[config.mk]
export PLATFORM = sky130hd
export DESIGN_NAME = fptw_ctrl
export DESIGN_NICKNAME = d
export VERILOG_FILES = /design/src/hdl/fptw_pkg.sv /design/src/hdl/fptw_ctrl.sv
export SDC_FILE = /design/constraint.sdc
export NUM_CORES = 1
export LEC_CHECK = 0
export BUFFER_PORTS_ARGS = -buffer_cell sky130_fd_sc_hd__buf_2
export CORE_AREA = 2 2 39 41
export DETAILED_ROUTE_END_ITERATION = 12
export DIE_AREA = 0 0 41 43
export PLACE_DENSITY_LB_ADDON = 0.08
export SYNTH_ARGS = -nofsm -noshare
export SYNTH_HDL_FRONTEND = slang
export SYNTH_SLANG_ARGS = --single-unit
[constraint.sdc]
create_clock -name clock -period 1.5 [get_ports clock]
set_clock_uncertainty 0.05 [all_clocks]
set_input_delay 0.3 -clock clock [delete_from_list [all_inputs] [get_ports clock]]
set_output_delay 0.3 -clock clock [all_outputs]
set_load 0.005 [all_outputs]
[src/hdl/fptw_pkg.sv]
`timescale 1ns / 1ps

package fptw_pkg;

   localparam int CMD_W    = 2;
   localparam int VA_W     = 48;
   localparam int FRAME_W  = 40;
   localparam int PA_W     = 52;
   localparam int ENTRY_W  = 42;
   localparam int IDX_W    = 9;
   localparam int OFFSET_W = 12;
   localparam int ENTRIES  = 512;
   localparam int ROOT_W   = 4;
   localparam int LEVEL_W  = 2;

   localparam logic [CMD_W-1:0] CMD_TRANSLATE = 2'd0;
   localparam logic [CMD_W-1:0] CMD_QUERY     = 2'd1;
   localparam logic [CMD_W-1:0] CMD_MAP       = 2'd2;
   localparam logic [CMD_W-1:0] CMD_UNMAP     = 2'd3;

   localparam logic [LEVEL_W-1:0] LEVEL_TOP  = 2'd0;
   localparam logic [LEVEL_W-1:0] LEVEL_LEAF = 2'd3;

   typedef struct packed {
      logic clear_step;
      logic load_item;
      logic mem_read;
      logic follow;
      logic wr_table;
      logic wr_leaf;
      logic wr_unmap;
      logic take_leaf;
      logic set_fail;
      logic out_load;
   } dp_cmd_type;

   typedef struct packed {
      logic [CMD_W-1:0]   cmd;
      logic [LEVEL_W-1:0] level;
      logic               root_ok;
      logic               entry_follows;
      logic               entry_present;
      logic               free_ok;
      logic               clear_last;
   } dp_sts_type;

endpackage

[src/hdl/fptw_ctrl.sv]
`timescale 1ns / 1ps

module fptw_ctrl (
   input  logic                 clock,
   input  logic                 reset,
   input  logic                 req_valid,
   output logic                 req_stall,
   output logic                 rsp_valid,
   input  logic                 rsp_stall,
   input  fptw_pkg::dp_sts_type dp_sts,
   output fptw_pkg::dp_cmd_type dp_cmd
);

   localparam logic [2:0] S_CLEAR = 3'd0;
   localparam logic [2:0] S_IDLE  = 3'd1;
   localparam logic [2:0] S_READ  = 3'd2;
   localparam logic [2:0] S_EVAL  = 3'd3;
   localparam logic [2:0] S_DONE  = 3'd4;

   logic [2:0] state_ff, state_in;
   logic       rsp_valid_ff, rsp_valid_in;
   logic       is_map;
   logic       is_unmap;
   logic       at_leaf;

   assign is_map   = dp_sts.cmd == fptw_pkg::CMD_MAP;
   assign is_unmap = dp_sts.cmd == fptw_pkg::CMD_UNMAP;
   assign at_leaf  = dp_sts.level == fptw_pkg::LEVEL_LEAF;

   always_comb begin
      state_in = state_ff;
      dp_cmd   = '0;
      unique case (state_ff)
         S_CLEAR: begin
            dp_cmd.clear_step = 1'b1;
            if (dp_sts.clear_last) begin
               state_in = S_IDLE;
            end
         end
         S_IDLE: begin
            if (req_valid) begin
               dp_cmd.load_item = 1'b1;
               state_in         = S_READ;
            end
         end
         S_READ: begin
            priority if (!dp_sts.root_ok) begin
               dp_cmd.set_fail = is_map;
               state_in        = S_DONE;
            end else if (at_leaf && is_map) begin
               dp_cmd.wr_leaf = 1'b1;
               state_in       = S_DONE;
            end else if (at_leaf && is_unmap) begin
               dp_cmd.wr_unmap = 1'b1;
               state_in        = S_DONE;
            end else begin
               dp_cmd.mem_read = 1'b1;
               state_in        = S_EVAL;
            end
         end
         S_EVAL: begin
            priority if (at_leaf) begin
               dp_cmd.take_leaf = dp_sts.entry_present;
               state_in         = S_DONE;
            end else if (dp_sts.entry_follows) begin
               dp_cmd.follow = 1'b1;
               state_in      = S_READ;
            end else if (is_map && dp_sts.free_ok) begin
               dp_cmd.wr_table = 1'b1;
               state_in        = S_READ;
            end else begin
               dp_cmd.set_fail = is_map;
               state_in        = S_DONE;
            end
         end
         S_DONE: begin
            if (!rsp_valid_ff || !rsp_stall) begin
               dp_cmd.out_load = 1'b1;
               state_in        = S_IDLE;
            end
         end
         default: begin
            state_in = S_IDLE;
         end
      endcase
   end

   always_comb begin
      priority if (dp_cmd.out_load) begin
         rsp_valid_in = 1'b1;
      end else if (!rsp_stall) begin
         rsp_valid_in = 1'b0;
      end else begin
         rsp_valid_in = rsp_valid_ff;
      end
   end

   always_ff @(posedge clock) begin
      if (reset) begin
         state_ff     <= S_CLEAR;
         rsp_valid_ff <= 1'b0;
      end else begin
         state_ff     <= state_in;
         rsp_valid_ff <= rsp_valid_in;
      end
   end

   assign req_stall = state_ff != S_IDLE;
   assign rsp_valid = rsp_valid_ff;

endmodule

==> results of run 1 <==
registers in the layout, summed over array words and instances, names as in the netlist:
name / count
rsp_valid: 1
state_ff: 3
power by group through the flow:
stage / logic, mW / clock network [mW] / registers (mW)
floorplan: 0.0395 / 0 / 0.115
global placement: 0.0966 / 0 / 0.116
detailed placement: 0.0967 / 0 / 0.116
CTS: 0.102 / 0.138 / 0.115
global route: 0.125 / 0.146 / 0.116
finish: 0.114 / 0.132 / 0.115
layout make-up:
class / count / area (um^2) / area share (%)
sequential: 4 / 82.6 / 11.0
multi-input combinational: 43 / 343 / 45.5
tap: 16 / 20.0 / 2.66
timing repair buffer: 42 / 278 / 36.9
inverter: 2 / 7.51 / 0.997
clock buffer: 3 / 22.5 / 2.99
worst reg2reg max path: cells and delay by family, from the launching register on:
kind	cells	cell delay (ns)
and+or+nand+nor	2	0.39
buffers and inverters	2	0.33
DFF	1	0.30
AOI/OAI and AO/OA	1	0.28
timing repair:
action / CTS / global route
setup buffers: 1 / 1
resized for setup: 11 / 10
setup endpoints to repair: 9 / 11
pin swaps: 4 / 3
logic make-up after synthesis:
kind of cell / share of synthesized area [%]
flops: 20.0
simple gates: 50.3
compound gates: 20.6
buf+inv: 9.06
cell usage after synthesis:
master | number | share of area, %
o21ai_0 | 2 | 2.5
nand2_1 | 6 | 5.6
nand4bb_1 | 1 | 2.8
o2111ai_1 | 1 | 2.2
buf_2 | 2 | 2.5
nor3_1 | 3 | 3.7
buf_4 | 1 | 1.9
a2111oi_2 | 1 | 3.7
o22ai_2 | 1 | 3.1
nand2b_1 | 1 | 1.6
o21a_1 | 1 | 1.9
nand3b_1 | 1 | 1.9
and4b_1 | 1 | 2.5
or3b_2 | 1 | 2.2
and3b_1 | 1 | 2.2
o31ai_1 | 1 | 1.9
nor4_1 | 1 | 1.6
nor2_1 | 7 | 6.6
nor3b_1 | 2 | 3.7
buf_6 | 1 | 2.8
and3_1 | 2 | 3.1
inv_1 | 2 | 1.9
and2_0 | 1 | 1.6
or4_4 | 1 | 2.8
or3_1 | 1 | 1.6
nand3b_4 | 1 | 5.0
a31oi_1 | 1 | 1.6
and2b_1 | 1 | 1.9
dfxtp_1 | 4 | 20
a21oi_1 | 3 | 3.7
worst min path at each step:
stage          cells after the start  slack [ns]     endpoint
5_1_grt                            2        0.27  state_ff[0]
3_5_place_dp                       2        0.46    rsp_valid
4_1_cts                            2        0.24  state_ff[0]
2_1_floorplan                      1        0.32    rsp_valid
3_3_place_gp                       2        0.46    rsp_valid
6_report                           2        0.27  state_ff[0]
per-stage QoR:
stage               setup WS, ns  setup TNS [ns]  hold slack, ns  instances
floorplan                -0.0423         -0.0507           0.319         53
global placement          -0.189          -0.339           0.458        105
detailed placement        -0.201          -0.407           0.457        105
CTS                       -0.303           -1.02           0.245        109
global route              -0.358           -1.64           0.268        110
finish                    -0.285           -1.02           0.267        110
metal layers:
layer	track usage [%]	vias up	wire [um]
li1	-	276	-
met1	14.4	230	489
met2	22.8	21	582
met3	6.28	0	93
met4	2.00	0	0
met5	0	-	0
==> run_results.csv, run 1 <==
group,metric,value,unit
outcome,status,"finished, violations left",
outcome,violations,"setup timing",
setup_path,critPathCaptureType,"primary output",
global_routing,grt-ovfl-total,0,
synth,synth_area,400,um^2
sta,post-route-period-util,119,%
floorplan,initial_utilization,28.9,%
pwr,seqPwrFrac,31.8,%
final_layout,final_core_util,54.4,%
setup_path,cp_data_required_time,1.15,ns
setup_path,reg2reg_from,"state_ff[2]",
sta,rsz0062_at_grt,"yes",
final_layout,n_fill_cell,144,
floorplan,die_w,41,um
global_routing,grt_start_max_net_pins,12,
setup_path,startpoint,"state_ff[2]",
pwr,intPower,0.264,mW
detailed_routing,wl_per_cell,10.6,um
placement,hpwl,890,um
setup_path,worstSetupStartpointType,"register",
final_layout,diodes,0,
setup_path,crit_cells,4,
detailed_routing,via_count,527,
clock_network,numCtsBuffers,3,
setup_path,reg2reg_depth,5,
setup_path,path_class,"register to primary output",
detailed_routing,dr.pass1.iters,1,
run,timing.max_cap.violations,0,
setup_path,cp_cell_sequence,"nand3b_4 -> or4_4 -> o22ai_2 -> buf_2",
synth,syn_nets,66,
global_routing,antenna_found_initial,0,
clock_network,clk_pin_slew,0.04,ns
final_layout,final_cell_mix,"24 x buf_2, 12 x buf_4, 6 x buf_6",
synth,synthCells,53,
pwr,leakage,0.390,nW
detailed_routing,drt_iter0_markers,0,
global_routing,grt_usage,13.3,%
clock_network,cts-root-buf,"clkbuf_4",
worst_hold_path,holdCritStartpoint,"reset",
global_routing,grt_pass1_vias,459,
synth,ys_warn_count,0,
placement,routabilityCongestion,0.747,
sta,setup_viol,8,
setup_path,r2r-end,"state_ff[0]",
clock_network,clock_sinks,4,
pwr,switching_share,27.1,%
setup_path,crit_family,"simple AND/OR/NAND/NOR gates",
pwr,pwr-share-clk,36.6,%
detailed_routing,wl,1170,um
setup_path,critPathMaxFanout,2,
final_layout,drive_gt1_share,64.9,%
synth,ys_seq_area_share,20.0,%
pwr,powerDensity,480,nW/um^2
setup_path,r2r_slack,0.05,ns
placement,postPlaceCellArea,632,um^2
clock_network,insertion_delay,0.23,ns
sta,worst_slack,-0.285,ns
final_layout,area_growth,88.1,%
floorplan,core_area,1380,um^2
pwr,total_power,0.362,mW
synth,synthDistinctLibCells,30,
final_layout,final_common_cell,"buf_2",
clock_network,htree_levels,1,
synth,syn_avg_cell_area,7.55,um^2
detailed_routing,ant_nets,0,
sta,period_minus_slack,1.78,ns
sta,worst_pin_slew,0.468,ns
synth,ys_seq_elements,4,
setup_path,cp_num_buf_inv,1,
floorplan,fp.dieH,43,um
clock_network,hold_buffers,0,
worst_hold_path,holdCritPathClass,"input port to register",
global_routing,grt_first_pass_wirelength,1640,um
sta,hold_viol_final,0,
clock_network,cts_max_path_buffers,2,
final_layout,stdcell_area,753,um^2
sta,maxSlewHeadroom,68.5,%
floorplan,fp.dieArea,1760,um^2
clock_network,tritoncts,"built",
setup_path,critPathMaxStageDelay,0.49,ns
detailed_routing,vias_per_cell,4.79,
pwr,p_switching,0.0982,mW
final_layout,fin_nets,109,
setup_path,critPathArrivalTime,1.43,ns
setup_path,endpoint,"dp_cmd[1]",
sta,finalMaxSlewViolations,0,
detailed_routing,remaining_drc_errors,0,
placement,port_buffers,24,
setup_path,critPathSlowestCell,"or4_4",
floorplan,rows,14,
floorplan,io_pins,25,
sta,clock.fmax,560,MHz
pwr,power_frac_comb,31.6,%
pwr,peakVddDrop,0.714,mV
Power figures use the tool's default switching activity.
==> run 2: changes to the inputs <==
--- a/config.mk
+++ b/config.mk
@@ -9,6 +9,7 @@
 export CORE_AREA = 2 2 39 41
 export DETAILED_ROUTE_END_ITERATION = 12
 export DIE_AREA = 0 0 41 43
+export GPL_TIMING_DRIVEN = 0
 export PLACE_DENSITY_LB_ADDON = 0.08
 export SYNTH_ARGS = -nofsm -noshare
 export SYNTH_HDL_FRONTEND = slang
==> constraint.sdc (replaced) <==
create_clock -name clock -period 2 [get_ports clock]
set_clock_uncertainty 0.05 [all_clocks]
set_input_delay 0.4 -clock clock [delete_from_list [all_inputs] [get_ports clock]]
set_output_delay 0.4 -clock clock [all_outputs]
set_load 0.005 [all_outputs]
==> run 2 against run 1 <==
  * The flow now finishes without violations
  * First-iteration DRC count up 4
  * Sequential share of layout area up 3.3 points
  * Core utilization down 11 points
  * Worst hold slack better by 0.095 ns
  * Via count down 8.5%
  * Largest power group unchanged
  * Critical path depth up 1
  * Final area down 20%
==> run_results.csv, run 2 (same netlist as run 1, synthesis figures left out) <==
group,metric,value,unit
outcome,status,"complete, no violations",
setup_path,cp_cell_sequence,"buf_2 -> and2_0 -> or4_4 -> o22ai_2 -> buf_2",
setup_path,crit_family,"simple AND/OR/NAND/NOR gates",
clock_network,clock_sinks,4,
placement,place_ws,0.0644,ns
setup_path,reg2reg_depth,5,
sta,maxSlewHeadroom,80.0,%
setup_path,critPathMaxFanout,3,
sta,post-route-period-util,96.4,%
setup_path,reg2reg_from,"state_ff[2]",
detailed_routing,dr.pass1.iters,3,
floorplan,rows,14,
detailed_routing,drt_iter0_markers,4,
sta,finalMaxSlewViolations,0,
global_routing,grt_first_pass_wirelength,1690,um
sta,hold_viol_final,0,
floorplan,io_pins,25,
clock_network,numCtsBuffers,3,
sta,clock.fmax,519,MHz
setup_path,crit_top_cell,"buf_2",
global_routing,grt-ovfl-total,0,
final_layout,area_growth,50.9,%
clock_network,hold_buffers,0,
setup_path,r2r-end,"state_ff[0]",
global_routing,antenna_found_initial,0,
setup_path,cp_data_required_time,1.55,ns
setup_path,worstSetupStartpointType,"input port",
sta,setup_tns,0,ns
detailed_routing,via_count,482,
global_routing,grt_usage,14.0,%
final_layout,fin_nets,98,
sta,worst_pin_slew,0.298,ns
sta,worst_slack,0.0715,ns
global_routing,grt_pass1_vias,428,
final_layout,instances_no_fill,99,
clock_network,cts-root-buf,"clkbuf_4",
final_layout,max_flop_register,"state_ff",
setup_path,critPathSlowestCell,"or4_4",
pwr,powerDensity,401,nW/um^2
floorplan,core_area,1380,um^2
setup_path,critPathMaxStageDelay,0.53,ns
detailed_routing,wl_per_cell,10.5,um
setup_path,path_class,"input port to primary output",
pwr,peakVddDrop,0.400,mV
run,timing.max_cap.violations,0,
placement,port_buffers,24,
placement,hpwl,813,um
detailed_routing,ant_nets,0,
final_layout,final_core_util,43.7,%
floorplan,die_w,41,um
pwr,leakage,0.321,nW
sta,rsz0062_at_grt,"yes",
final_layout,drive_gt1_share,54.2,%
setup_path,critPathArrivalTime,1.48,ns
global_routing,grt_start_max_net_pins,11,
setup_path,startpoint,"dp_sts[5]",
detailed_routing,wl,1040,um
clock_network,insertion_delay,0.23,ns
clock_network,clk_pin_slew,0.03,ns
floorplan,fp.dieH,43,um
setup_path,r2r_slack,0.46,ns
worst_hold_path,holdCritPathClass,"input port to register",
final_layout,largest_register_ffs,3,
detailed_routing,remaining_drc_errors,0,
setup_path,crit_cells,5,
final_layout,diodes,0,
floorplan,fp.dieArea,1760,um^2
final_layout,final_cell_mix,"25 x buf_2, 7 x nor2_1, 6 x nand2_1",
setup_path,endpoint,"dp_cmd[1]",
final_layout,final_common_cell,"buf_2",
sta,period_minus_slack,1.93,ns
placement,routabilityCongestion,0.770,
clock_network,cts_max_path_buffers,2,
pwr,total_power,0.242,mW
placement,dp_cells,93,
setup_path,critPathCaptureType,"primary output",
detailed_routing,vias_per_cell,4.87,
sta,setup_viol,0,
setup_path,cp_num_buf_inv,2,
clock_network,htree_levels,1,
clock_network,tritoncts,"built",
floorplan,initial_utilization,28.9,%
==> run 2: changes by cell type in the layout (fill, tap and decap cells not counted), sizes merged <==
cell,delta
buf,-11
==> run 2: routing by layer <==
layer / share of wire (%) / GRT usage [%]
met2: 50 / 20.9
met3: 9.2 / 6.28
met1: 41 / 17.6
met4: 0 / 4.00
met5: 0 / 0
==> run 2: where the power goes <==
part / leakage (nW) / switching [mW] / internal [mW]
combinational: 0.274 / 0.0295 / 0.0285
clock: 0.0138 / 0.0318 / 0.0670
sequential: 0.0341 / 0.00307 / 0.0822
total: 0.321 / 0.0645 / 0.178
==> run 2: how the worst min path moves through the flow <==
stage                            to  startpoint  slack (ns)  cells after the start
final                     rsp_valid       reset        0.36                      2
after global routing      rsp_valid       reset        0.36                      2
after CTS                 rsp_valid       reset        0.36                      2
after detailed placement  rsp_valid   rsp_valid        0.46                      2
after global placement    rsp_valid   rsp_valid        0.46                      2
after floorplan           rsp_valid       reset        0.42                      1
==> run 2: repair_timing <==
item / CTS / global route
endpoints found under the setup margin: 1 / 5
gates resized for setup: 6 / 3
pin swaps: 2 / 3
endpoints found under the hold margin: 0 / 0
buffers inserted: 4 / 0
==> run 2: layout make-up <==
class / instances / area, um^2
fillers: 155 / 779
multi-input cells: 43 / 294
repair buffers: 28 / 150
flip-flops and latches: 4 / 86.3
plain buffers: 3 / 23.8
clock buffers: 3 / 22.5
well taps: 16 / 20.0
inverters: 2 / 7.51
==> run 2: per-stage QoR <==
step,hold slack (ns),cell area [um^2]
2_1_floorplan,0.419,400
3_3_place_gp,0.459,541
3_5_place_dp,0.459,541
4_1_cts,0.356,594
5_1_grt,0.356,604
6_report,0.362,604
==> run 3: changes to the inputs <==
--- a/config.mk
+++ b/config.mk
@@ -6,9 +6,12 @@
 export NUM_CORES = 1
 export LEC_CHECK = 0
 export BUFFER_PORTS_ARGS = -buffer_cell sky130_fd_sc_hd__buf_2
-export CORE_AREA = 2 2 39 41
+export CELL_PAD_IN_SITES_DETAIL_PLACEMENT = 1
+export CELL_PAD_IN_SITES_GLOBAL_PLACEMENT = 2
+export CORE_ASPECT_RATIO = 1.4
+export CORE_MARGIN = 1
+export CORE_UTILIZATION = 20
 export DETAILED_ROUTE_END_ITERATION = 12
-export DIE_AREA = 0 0 41 43
 export GPL_TIMING_DRIVEN = 0
 export PLACE_DENSITY_LB_ADDON = 0.08
 export SYNTH_ARGS = -nofsm -noshare
==> run 3 against run 2 <==
  * Die area up 24%
  * The flow now finishes with violations (setup timing)
  * Flip-flop and latch count unchanged
  * Sequential share of layout area down 1.0 points
  * Critical endpoint unchanged
  * Largest power group unchanged
==> run_results.csv, run 3 (same netlist as run 1, synthesis figures left out) <==
group,metric,value,unit
clock_network,clock_sinks,4,
clock_network,tritoncts,"built",
setup_path,r2r_slack,0.56,ns
setup_path,path_class,"register to primary output",
detailed_routing,dr.pass1.iters,4,
setup_path,reg2reg_depth,5,
floorplan,rows,18,
detailed_routing,via_count,496,
final_layout,fin_nets,97,
final_layout,final_common_cell,"buf_2",
setup_path,cp_data_required_time,1.55,ns
clock_network,clk_pin_slew,0.04,ns
global_routing,grt-ovfl-total,0,
clock_network,cts_max_path_buffers,2,
sta,hold_viol_final,0,
clock_network,cts-root-buf,"clkbuf_4",
pwr,powerDensity,407,nW/um^2
floorplan,initial_utilization,21.9,%
final_layout,largest_register_ffs,3,
clock_network,hold_buffers,0,
sta,setup_viol,1,
setup_path,critPathArrivalTime,1.57,ns
sta,rsz0062_at_grt,"yes",
setup_path,critPathCaptureType,"primary output",
pwr,leakage,0.318,nW
global_routing,grt_start_max_net_pins,11,
worst_hold_path,holdCritPathClass,"input port to register",
setup_path,reg2reg_from,"state_ff[2]",
detailed_routing,drt_iter0_markers,4,
sta,worst_slack,-0.0163,ns
global_routing,grt_first_pass_wirelength,1760,um
detailed_routing,ant_nets,0,
final_layout,diodes,0,
final_layout,n_fill_cell,242,
final_layout,max_flop_register,"state_ff",
global_routing,antenna_found_initial,0,
sta,maxSlewHeadroom,78.6,%
sta,period_minus_slack,2.02,ns
floorplan,fp.dieH,54.9,um
global_routing,grt_pass1_vias,422,
worst_hold_path,holdCritStartpoint,"reset",
global_routing,grt_usage,12.1,%
sta,hold_ws,0.351,ns
final_layout,drive_gt1_share,48.8,%
sta,finalMaxSlewViolations,0,
clock_network,htree_levels,1,
final_layout,area_growth,50.6,%
detailed_routing,wl_per_cell,12.3,um
setup_path,startpoint,"state_ff[2]",
placement,routabilityCongestion,0.632,
setup_path,critPathMaxFanout,4,
floorplan,die_w,39.8,um
pwr,peakVddDrop,0.229,mV
outcome,status,"finished, violations left",
placement,postPlaceCellArea,546,um^2
placement,hpwl,1020,um
sta,post-route-period-util,101,%
sta,worst_pin_slew,0.318,ns
run,timing.max_cap.violations,0,
detailed_routing,wl,1250,um
detailed_routing,vias_per_cell,4.86,
worst_hold_path,hold_end,"rsp_valid",
final_layout,stdcell_area,603,um^2
outcome,violations,"setup timing",
clock_network,insertion_delay,0.24,ns
pwr,total_power,0.245,mW
final_layout,final_cell_mix,"25 x buf_2, 7 x nor2_1, 6 x nand2_1",
clock_network,numCtsBuffers,3,
floorplan,io_pins,25,
placement,place_ws,0.0459,ns
setup_path,worstSetupStartpointType,"register",
setup_path,r2r-end,"state_ff[0]",
worst_hold_path,min_path_cells,2,
floorplan,fp.dieArea,2190,um^2
placement,port_buffers,24,
sta,clock.fmax,496,MHz
detailed_routing,remaining_drc_errors,0,
floorplan,core_area,1820,um^2
-- run 3: per-layer routing --
layer | track usage (%) | up-vias | wire [um]
li1 | - | 256 | -
met1 | 14.6 | 221 | 535
met2 | 20.2 | 17 | 633
met3 | 1.20 | 2 | 66
met4 | 6.90 | 0 | 16
met5 | 0 | - | 0
-- run 3: per-stage QoR --
step | instances | util (%) | setup TNS (ns)
after floorplan | 53 | - | 0
after global placement | 97 | 29.9 | 0
after detailed placement | 97 | 29.9 | 0
after CTS | 100 | 31.5 | -0.0477
after global routing | 102 | 33.1 | -0.158
final | 102 | 33.1 | -0.0163
-- run 3: layout make-up --
type,count,area (um^2),area share [%]
plain buffers,4,31.3,5.19
clock buffers,3,22.5,3.73
inverters,2,7.51,1.24
multi-input cells,43,289,47.9
flip-flops and latches,4,80.1,13.3
well taps,20,25.0,4.15
repair buffers,26,148,24.5
-- run 3: critical path, stage by stage, from the launching register on --
cell and delay (ns):
dfxtp_1 0.30, buf_6 0.12, nand3b_4 0.15, or4_4 0.49
o22ai_2 0.14, buf_2 0.13
-- run 3: report_power, final --
group | switching, mW | internal [mW] | leakage, nW
sequential | 0.00344 | 0.0829 | 0.0325
clock | 0.0334 | 0.0671 | 0.0138
combinational | 0.0303 | 0.0283 | 0.271
total | 0.0672 | 0.178 | 0.318
-- run 3: worst max path at each step --
stage                     end  slack (ns)
floorplan           dp_cmd[1]        0.32
global placement    dp_cmd[1]        0.06
detailed placement  dp_cmd[1]        0.05
CTS                 dp_cmd[1]       -0.05
global route        dp_cmd[1]       -0.07
finish              dp_cmd[1]       -0.02
-- run 3: timing repair --
action,4_1_cts,5_1_grt
endpoints found under the hold margin,0,0
setup endpoints to repair,3,3
pin swaps,0,1
buffers inserted,0,2
resized for setup,2,1
gates cloned,0,0
